## src/sv/rbws_pkg.sv

```systemverilog
// Package for the ring buffer window statistics block.
// Holds the ring depth, the item and result structs and the command codes; no dependencies.
`default_nettype none
package rbws_pkg;

  // Result field widths (free count 5 bits, positions 4 bits) are sized for this depth
  localparam int DEPTH = 16;

  typedef enum logic [1:0] {
    CMD_PUSH  = 2'd0,
    CMD_POP   = 2'd1,
    CMD_STATS = 2'd2
  } cmd_t;

  typedef struct packed {
    logic [1:0]         command;
    logic signed [15:0] sample;
  } item_t;

  typedef struct packed {
    logic signed [15:0] pop_value;
    logic               pop_empty;
    logic signed [23:0] average_fixed;
    logic signed [15:0] maximum;
    logic signed [15:0] minimum;
    logic signed [15:0] mode_value;
    logic signed [15:0] median_value;
    logic [4:0]         free_count;
    logic [3:0]         write_position;
    logic [3:0]         read_position;
  } result_t;

endpackage
`default_nettype wire

```

## src/sv/rbws_ram.sv

```systemverilog
// Generic single-port RAM with registered read.
// No dependencies.
`default_nettype none
module rbws_ram #(
  parameter int WIDTH = 16,
  parameter int DEPTH = 16
) (
  input  wire logic                     clk,
  input  wire logic                     we,
  input  wire logic [$clog2(DEPTH)-1:0] addr,
  input  wire logic [WIDTH-1:0]         wdata,
  output logic      [WIDTH-1:0]         rdata
);
  logic [WIDTH-1:0] mem [DEPTH];

  always_ff @(posedge clk) begin
    if (we) mem[addr] <= wdata;
    rdata <= mem[addr];
  end
endmodule
`default_nettype wire

```

## src/sv/ring_buffer_window_statistics_top.sv

```systemverilog
// Ring buffer with overwrite and window statistics over all slots.
// Statistics run DEPTH passes of DEPTH pair compares (mode count and median rank)
// through the one read port; a pop reads its slot through the same port.
// busy falls with done, so a new item is taken only once the last result is out; results cannot be stalled.
// Reset (rst, synchronous): pointers zero, DEPTH free, then a clearing pass over
// every slot of the store with busy high.
`default_nettype none
module ring_buffer_window_statistics_top (
  input  wire logic            clk,
  input  wire logic            rst,
  input  wire logic            start,
  input  wire rbws_pkg::item_t item,
  output logic                 busy,
  output logic                 done,
  output rbws_pkg::result_t    result
);
  import rbws_pkg::*;

  localparam int AW = $clog2(DEPTH);
  localparam int CW = $clog2(DEPTH + 1);
  localparam int SW = 16 + CW + 8;
  localparam logic [AW-1:0] LAST = AW'(DEPTH - 1);
  localparam logic [CW-1:0] DEP = CW'(DEPTH);
  localparam logic [CW-1:0] MID_LO = CW'((DEPTH - 1) / 2);
  localparam logic [CW-1:0] MID_HI = CW'(DEPTH / 2);

  // Mode and sort both use pair compares: for outer slot i, read i (A),
  // then read each j (B), counting equal and less/equal-rank.
  typedef enum logic [8:0] {
    S_CLEAR = 9'b000000001,
    S_IDLE  = 9'b000000010,
    S_RD    = 9'b000000100,
    S_POPW  = 9'b000001000,
    S_IRD   = 9'b000010000,
    S_ILAT  = 9'b000100000,
    S_JRD   = 9'b001000000,
    S_JEND  = 9'b010000000,
    S_FIN   = 9'b100000000
  } state_t;

  state_t state;
  logic [AW-1:0] wptr, rptr, i, j, addr;
  logic [CW-1:0] free_cnt, eq_cnt, lt_cnt, best;
  logic          we, jvalid, first;
  logic [15:0]   wdata, rdata;
  logic signed [15:0] a, mx, mn, mode, med_lo, med_hi, popv;
  logic signed [SW-1:0] sum;
  logic          empty;
  logic [1:0]    cmd;
  logic signed [SW-1:0] scaled, avg;
  logic signed [16:0] msum;

  rbws_ram #(.WIDTH(16), .DEPTH(DEPTH)) u_ram (
    .clk(clk), .we(we), .addr(addr), .wdata(wdata), .rdata(rdata)
  );

  always_comb begin
    we = 1'b0;
    wdata = 16'(item.sample);
    addr = i;
    unique case (state)
      S_CLEAR: begin
        we = 1'b1;
        wdata = '0;
      end
      S_IDLE: begin
        addr = (item.command == CMD_POP) ? rptr : wptr;
        we = start && item.command == CMD_PUSH;
      end
      // hold the popped slot on the read port
      S_RD: addr = rptr;
      S_IRD: addr = i;
      S_JRD: addr = j;
      default: addr = i;
    endcase
  end

  assign busy = state != S_IDLE;
  assign scaled = sum <<< 8;
  // divide by DEPTH (a power of two), truncating toward zero
  assign avg = scaled / SW'(DEPTH);
  assign msum = 17'(med_lo) + 17'(med_hi);

  // sample b = rdata vs a: count equal, and rank of a = #b<a + #(b==a, j<i)
  logic signed [15:0] b;
  assign b = rdata;

  always_ff @(posedge clk) begin
    done <= 1'b0;
    if (rst) begin
      state <= S_CLEAR;
      wptr <= '0;
      rptr <= '0;
      free_cnt <= DEP;
      i <= '0;
    end else begin
      unique case (state)
        S_CLEAR: begin
          i <= i + 1'b1;
          if (i == LAST) begin
            i <= '0;
            state <= S_IDLE;
          end
        end
        S_IDLE: if (start) begin
          cmd <= item.command;
          popv <= -16'sd1;
          empty <= 1'b0;
          unique case (item.command)
            CMD_PUSH: begin
              wptr <= (wptr == LAST) ? '0 : wptr + 1'b1;
              if (free_cnt <= CW'(1)) begin
                free_cnt <= '0;
                rptr <= (wptr == LAST) ? '0 : wptr + 1'b1;
              end else free_cnt <= free_cnt - 1'b1;
              state <= S_FIN;
            end
            CMD_POP: begin
              if (free_cnt < DEP) state <= S_RD;
              else begin
                empty <= 1'b1;
                state <= S_FIN;
              end
            end
            CMD_STATS: begin
              i <= '0;
              sum <= '0;
              best <= '0;
              first <= 1'b1;
              state <= S_IRD;
            end
            default: state <= S_FIN;
          endcase
        end
        S_RD: state <= S_POPW;
        S_POPW: begin
          popv <= rdata;
          rptr <= (rptr == LAST) ? '0 : rptr + 1'b1;
          free_cnt <= free_cnt + 1'b1;
          state <= S_FIN;
        end
        S_IRD: state <= S_ILAT;
        S_ILAT: begin
          a <= rdata;
          sum <= sum + SW'($signed(rdata));
          if (first) begin
            mx <= rdata;
            mn <= rdata;
          end else begin
            if ($signed(rdata) > mx) mx <= rdata;
            if ($signed(rdata) < mn) mn <= rdata;
          end
          first <= 1'b0;
          j <= '0;
          jvalid <= 1'b0;
          eq_cnt <= '0;
          lt_cnt <= '0;
          state <= S_JRD;
        end
        S_JRD: begin
          // rdata holds slot j-1 when jvalid
          if (jvalid) begin
            if (b == a && j - 1'b1 != i) eq_cnt <= eq_cnt + 1'b1;
            if (b < a || (b == a && j - 1'b1 < i)) lt_cnt <= lt_cnt + 1'b1;
          end
          jvalid <= 1'b1;
          j <= j + 1'b1;
          if (jvalid && j == '0) state <= S_JEND;
          else if (j == LAST) state <= S_JEND;
        end
        S_JEND: begin
          logic [CW-1:0] e, l;
          e = eq_cnt;
          l = lt_cnt;
          if (b == a && LAST != i) e = e + 1'b1;
          if (b < a || (b == a && LAST < i)) l = l + 1'b1;
          if (e >= best) begin
            best <= e;
            mode <= a;
          end
          if (l == MID_LO) med_lo <= a;
          if (l == MID_HI) med_hi <= a;
          i <= i + 1'b1;
          state <= (i == LAST) ? S_FIN : S_IRD;
        end
        S_FIN: begin
          done <= 1'b1;
          result.pop_value <= popv;
          result.pop_empty <= empty;
          result.free_count <= 5'(free_cnt);
          result.write_position <= 4'(wptr);
          result.read_position <= 4'(rptr);
          if (cmd == CMD_STATS) begin
            result.average_fixed <= 24'(avg);
            result.maximum <= mx;
            result.minimum <= mn;
            result.mode_value <= mode;
            result.median_value <= (DEPTH % 2 == 0) ? 16'(msum / 2) : med_hi;
          end else begin
            result.average_fixed <= '0;
            result.maximum <= '0;
            result.minimum <= '0;
            result.mode_value <= '0;
            result.median_value <= '0;
          end
          state <= S_IDLE;
        end
        default: state <= S_IDLE;
      endcase
    end
  end

  a_free_range: assert property (@(posedge clk) disable iff (rst)
    free_cnt <= DEP) else $error("free count above depth");
  a_done_idle: assert property (@(posedge clk) disable iff (rst)
    done |-> state == S_IDLE) else $error("done outside idle");
  a_full_ptrs: assert property (@(posedge clk) disable iff (rst)
    (state == S_IDLE && free_cnt == '0) |-> wptr == rptr)
    else $error("full ring with split pointers");
endmodule
`default_nettype wire

```

## config.mk

```make
export PLATFORM = sky130hd
export DESIGN_NAME = ring_buffer_window_statistics_top
export DESIGN_NICKNAME = d
export VERILOG_FILES = /design/src/sv/rbws_pkg.sv /design/src/sv/rbws_ram.sv /design/src/sv/ring_buffer_window_statistics_top.sv
export SDC_FILE = /design/constraint.sdc
export NUM_CORES = 1
export LEC_CHECK = 0
export ABC_AREA = 1
export BUFFER_PORTS_ARGS = -buffer_cell sky130_fd_sc_hd__buf_2
export CAP_MARGIN = 20
export CELL_PAD_IN_SITES_DETAIL_PLACEMENT = 2
export CELL_PAD_IN_SITES_GLOBAL_PLACEMENT = 2
export CORE_ASPECT_RATIO = 0.5
export CORE_UTILIZATION = 43
export DETAILED_ROUTE_END_ITERATION = 8
export PLACE_DENSITY_LB_ADDON = 0.1
export SLEW_MARGIN = 30
export SYNTH_ARGS = -nofsm -noshare
export SYNTH_HDL_FRONTEND = slang
export SYNTH_SLANG_ARGS = --single-unit
```

## constraint.sdc

```tcl
create_clock -name clk -period 12.3 [get_ports clk]
set_input_delay 0.615 -clock clk [delete_from_list [all_inputs] [get_ports clk]]
set_output_delay 0.615 -clock clk [all_outputs]
set_load 0.01 [all_outputs]
```

==> flow_metrics.py <==
metrics = {
    "floorplanning": {
        "die_h_um": 177.9,
        "rows": 64,
        "die_area_mm2": 0.06294,
        "core-area_mm2": 0.06110,
        "start_util_pct": 43.55,
        "die_x_um": 353.8,
        "io_pins": 141,
    },
    "synthesis": {
        "synth_top_area_share_pct": 59.36,
        "async_flop_share_pct": 0,
        "synth_area_leaders": "edfxtp_1 59%, nand2_1 12%, ha_1 5.0%",
        "synth_top_area_cell": "edfxtp_1",
        "synth_most_common_cell": "nand2_1",
        "synth.avg_cell_area_um2": 10.11,
        "yosys.cell_types.count": 49,
        "yosysWarnings": 0,
        "synth_ff_type": "edfxtp_1",
        "syn_area_mm2": 0.02661,
        "yosysSeqAreaShare_pct": 62.59,
        "synth_edf_count": 526,
        "ys_top_cells_by_count": "837 x nand2_1, 526 x edfxtp_1, 267 x inv_1, 223 x nor2_1, 221 x nand3_1",
        "synth_seq_cells": 569,
        "syn-instance-count": 2631,
    },
    "routing": {
        "first_pass_iters": 7,
        "ant_nets": 0,
        "dr_total_vias": 19551,
        "routed_wl_um": 87760,
        "viasPerCell": 5.383,
        "drcViolationCount": 0,
        "wl_per_cell_um": 24.16,
        "dr.first_iter.drc_count": 1310,
    },
    "pwr": {
        "peakVddDrop_mv": 0.1493,
        "internal-power_mw": 3.505,
        "power_frac_comb_pct": 22.4,
        "powerDensity_mw_per_mm2": 175.3,
        "p_sw_share_pct": 33.30,
        "clock_power_share_pct": 33.0,
        "leakage_nw": 12.66,
        "p_switching_mw": 1.750,
        "pwr-share-seq_pct": 44.6,
    },
    "timing": {
        "maxSlewHeadroom_pct": 31.58,
        "max_freq_ghz": 0.1991,
        "drv_slew": 0,
        "rsz0062_at_grt": "no",
        "fin_hold_ws_ns": 0.2477,
        "timing.setup.tns_ns": 0,
        "worst_pin_slew_ns": 1.025,
        "setup_violations": 0,
        "hold_viol_final": 0,
        "min_period_ns": 5.023,
        "fin_worst_skew_ns": 0.02412,
        "finalCritPeriodShare_pct": 40.84,
    },
    "clock_network": {
        "ctsHoldBuffers": 0,
        "cts_tree": "done",
        "cts_buffers": 53,
        "clock-sinks": 569,
        "cts.clk_slew.worst_paths_ns": 0.06,
        "post-cts-setup-buffer-count": 0,
        "root_buffer": "clkbuf_16",
        "h-tree-depth": 2,
        "cts-resized-gates": 0,
        "clk-insertion-delay-late_ns": 0.62,
        "clockBufferDepth": 3,
    },
    "global_route": {
        "overflow": 0,
        "antenna_found_initial": 4,
        "grt_util_all_layers_pct": 27.87,
        "grt_max_degree": 132,
        "grt_pass1_wl_um": 131200,
        "first_global_vias": 21424,
    },
    "critical_path": {
        "reg2reg_depth": 14,
        "crit_type": "register to register",
        "reg2reg_slack_ns": 7.28,
        "r2r_end": "mode[1]$_DFFE_PP_",
        "crit_buf_inv": 3,
        "required_ns": 12.52,
        "slowest_delay_ns": 0.81,
        "cpMaxStageDelayCell": "and3_1",
        "crit_arrival_ns": 5.25,
        "cp_cell_sequence": "ha_1, nand2_1, inv_1, nand3_1, nor4_2, nand2_1, o21ai_0, inv_1, ha_1, nand2_1, inv_1, nand4_1, o2111ai_1, and3_1",
        "start_kind": "register",
        "path_max_fanout": 16,
        "cp-end-kind": "register",
        "crit_family": "simple AND/OR/NAND/NOR gates",
        "rr_startpoint": "u_ram.rdata[15]$_DFF_P_",
    },
    "placement": {
        "port_buffers": 136,
        "post_dp_cell_area_mm2": 0.02817,
        "place.gp.congestion": 0.8175,
        "dp_hpwl_um": 59280,
    },
    "final_layout": {
        "syn_to_final_growth_pct": 12.63,
        "nets": 2893,
        "drive_gt1_share_pct": 12.15,
        "layout.filler_cells": 6288,
        "final_area_mm2": 0.02997,
        "fin_util_pct": 49.05,
    },
    "status": {
        "outcome": "finished, final reports clean",
    },
    "min_path": {
        "min_from": "item[17]",
        "hold_end": "cmd[1]$_DFFE_PP_",
        "min_path_cells": 1,
        "holdCritPathClass": "input pin to register",
    },
    "job": {
        "drv_cap": 0,
    },
}
## final cells by class
class,instances,area (um2),share of cell area [%]
inverter,294,1104,3.682
timing repair buffer,159,865.8,2.889
multi-input combinational,1686,8573,28.60
tap,825,1032,3.444
sequential,569,16660,55.57
antenna,1,2.502,0.008349
clock buffer,71,1446,4.826
clock inverter,27,291.5,0.9727
## layout by cell type (no fill, tap or decap), types with 7 or more instances in the layout
cell | synthesis | routed
a211oi_1 | 7 | 7
a21oi_1 | 91 | 89
buf_2 | 39 | 136
buf_4 | 17 | 22
clkbuf_1 | 22 | 15
clkbuf_16 | 0 | 55
clkinv_1 | 2 | 9
clkinv_2 | 0 | 9
dfxtp_1 | 43 | 43
edfxtp_1 | 526 | 526
ha_1 | 107 | 107
inv_1 | 267 | 267
inv_2 | 25 | 25
nand2_1 | 837 | 837
nand3_1 | 221 | 221
nand4_1 | 15 | 15
nor2_1 | 223 | 195
nor2_2 | 3 | 17
nor2_4 | 10 | 24
nor3_1 | 15 | 15
o211ai_1 | 7 | 7
o21a_1 | 7 | 7
o21ai_0 | 46 | 46
or2_2 | 14 | 14
xor2_1 | 18 | 18
## power by group through the flow
stage | Sequential, mW | Clock (mW) | Combinational [mW]
floorplan | 2.33 | 0 | 0.740
global placement | 2.37 | 0 | 1.05
detailed placement | 2.38 | 0 | 1.15
CTS | 2.34 | 1.75 | 1.17
global route | 2.35 | 1.81 | 1.29
finish | 2.34 | 1.73 | 1.18
## cells by family after synthesis
group                      after synthesis  synth area share, %
and+or+nand+nor                       1368                21.60
DFF                                    569                62.59
buffers and inverters                  379                5.967
AOI/OAI and AO/OA                      183                3.922
adders and majority gates              109                5.182
xor gates and xnor gates                22               0.7241
other                                    1              0.01409
## stage by stage
stage	cells	worst slack [ns]	total power, mW
floorplan	2634	5.926	3.065
global placement	3532	7.526	3.416
detailed placement	3533	7.039	3.528
CTS	3631	6.863	5.271
global route	3631	7.016	5.451
finish	3632	7.277	5.255
## layer usage
layer | vias to the layer above | part of all wire (%) | GRT usage (%)
met5 | - | 0.0080 | 0
met4 | 2 | 3.3 | 9.307
met3 | 142 | 4.0 | 3.455
met2 | 434 | 51 | 50.42
met1 | 9958 | 42 | 34.58
li1 | 9015 | - | -
## worst max-delay path by stage
stage	start	cells past startpoint	slack [ns]	end
after floorplan	rst	4	5.93	result[0]$_DFFE_PP_
after global placement	item[17]	12	7.53	u_ram.mem[14][11]$_DFFE_PP_
after detailed placement	u_ram.rdata[15]$_DFF_P_	14	7.04	mode[11]$_DFFE_PP_
after CTS	u_ram.rdata[15]$_DFF_P_	15	6.86	best[0]$_SDFFCE_PN0P_
after global routing	u_ram.rdata[15]$_DFF_P_	14	7.02	mode[1]$_DFFE_PP_
final	u_ram.rdata[15]$_DFF_P_	14	7.28	mode[1]$_DFFE_PP_
## flip-flops by register name, indices dropped and copies added (netlist names), 9 cells and up
| register | count |
|---|---|
| u_ram.mem | 256 |
| result | 114 |
| sum | 20 |
| a | 16 |
| med_hi | 16 |
| med_lo | 16 |
| mn | 16 |
| mode | 16 |
| mx | 16 |
| popv | 16 |
| u_ram.rdata | 16 |
| state | 9 |
Note: power is estimated with default switching activity, not from simulation.
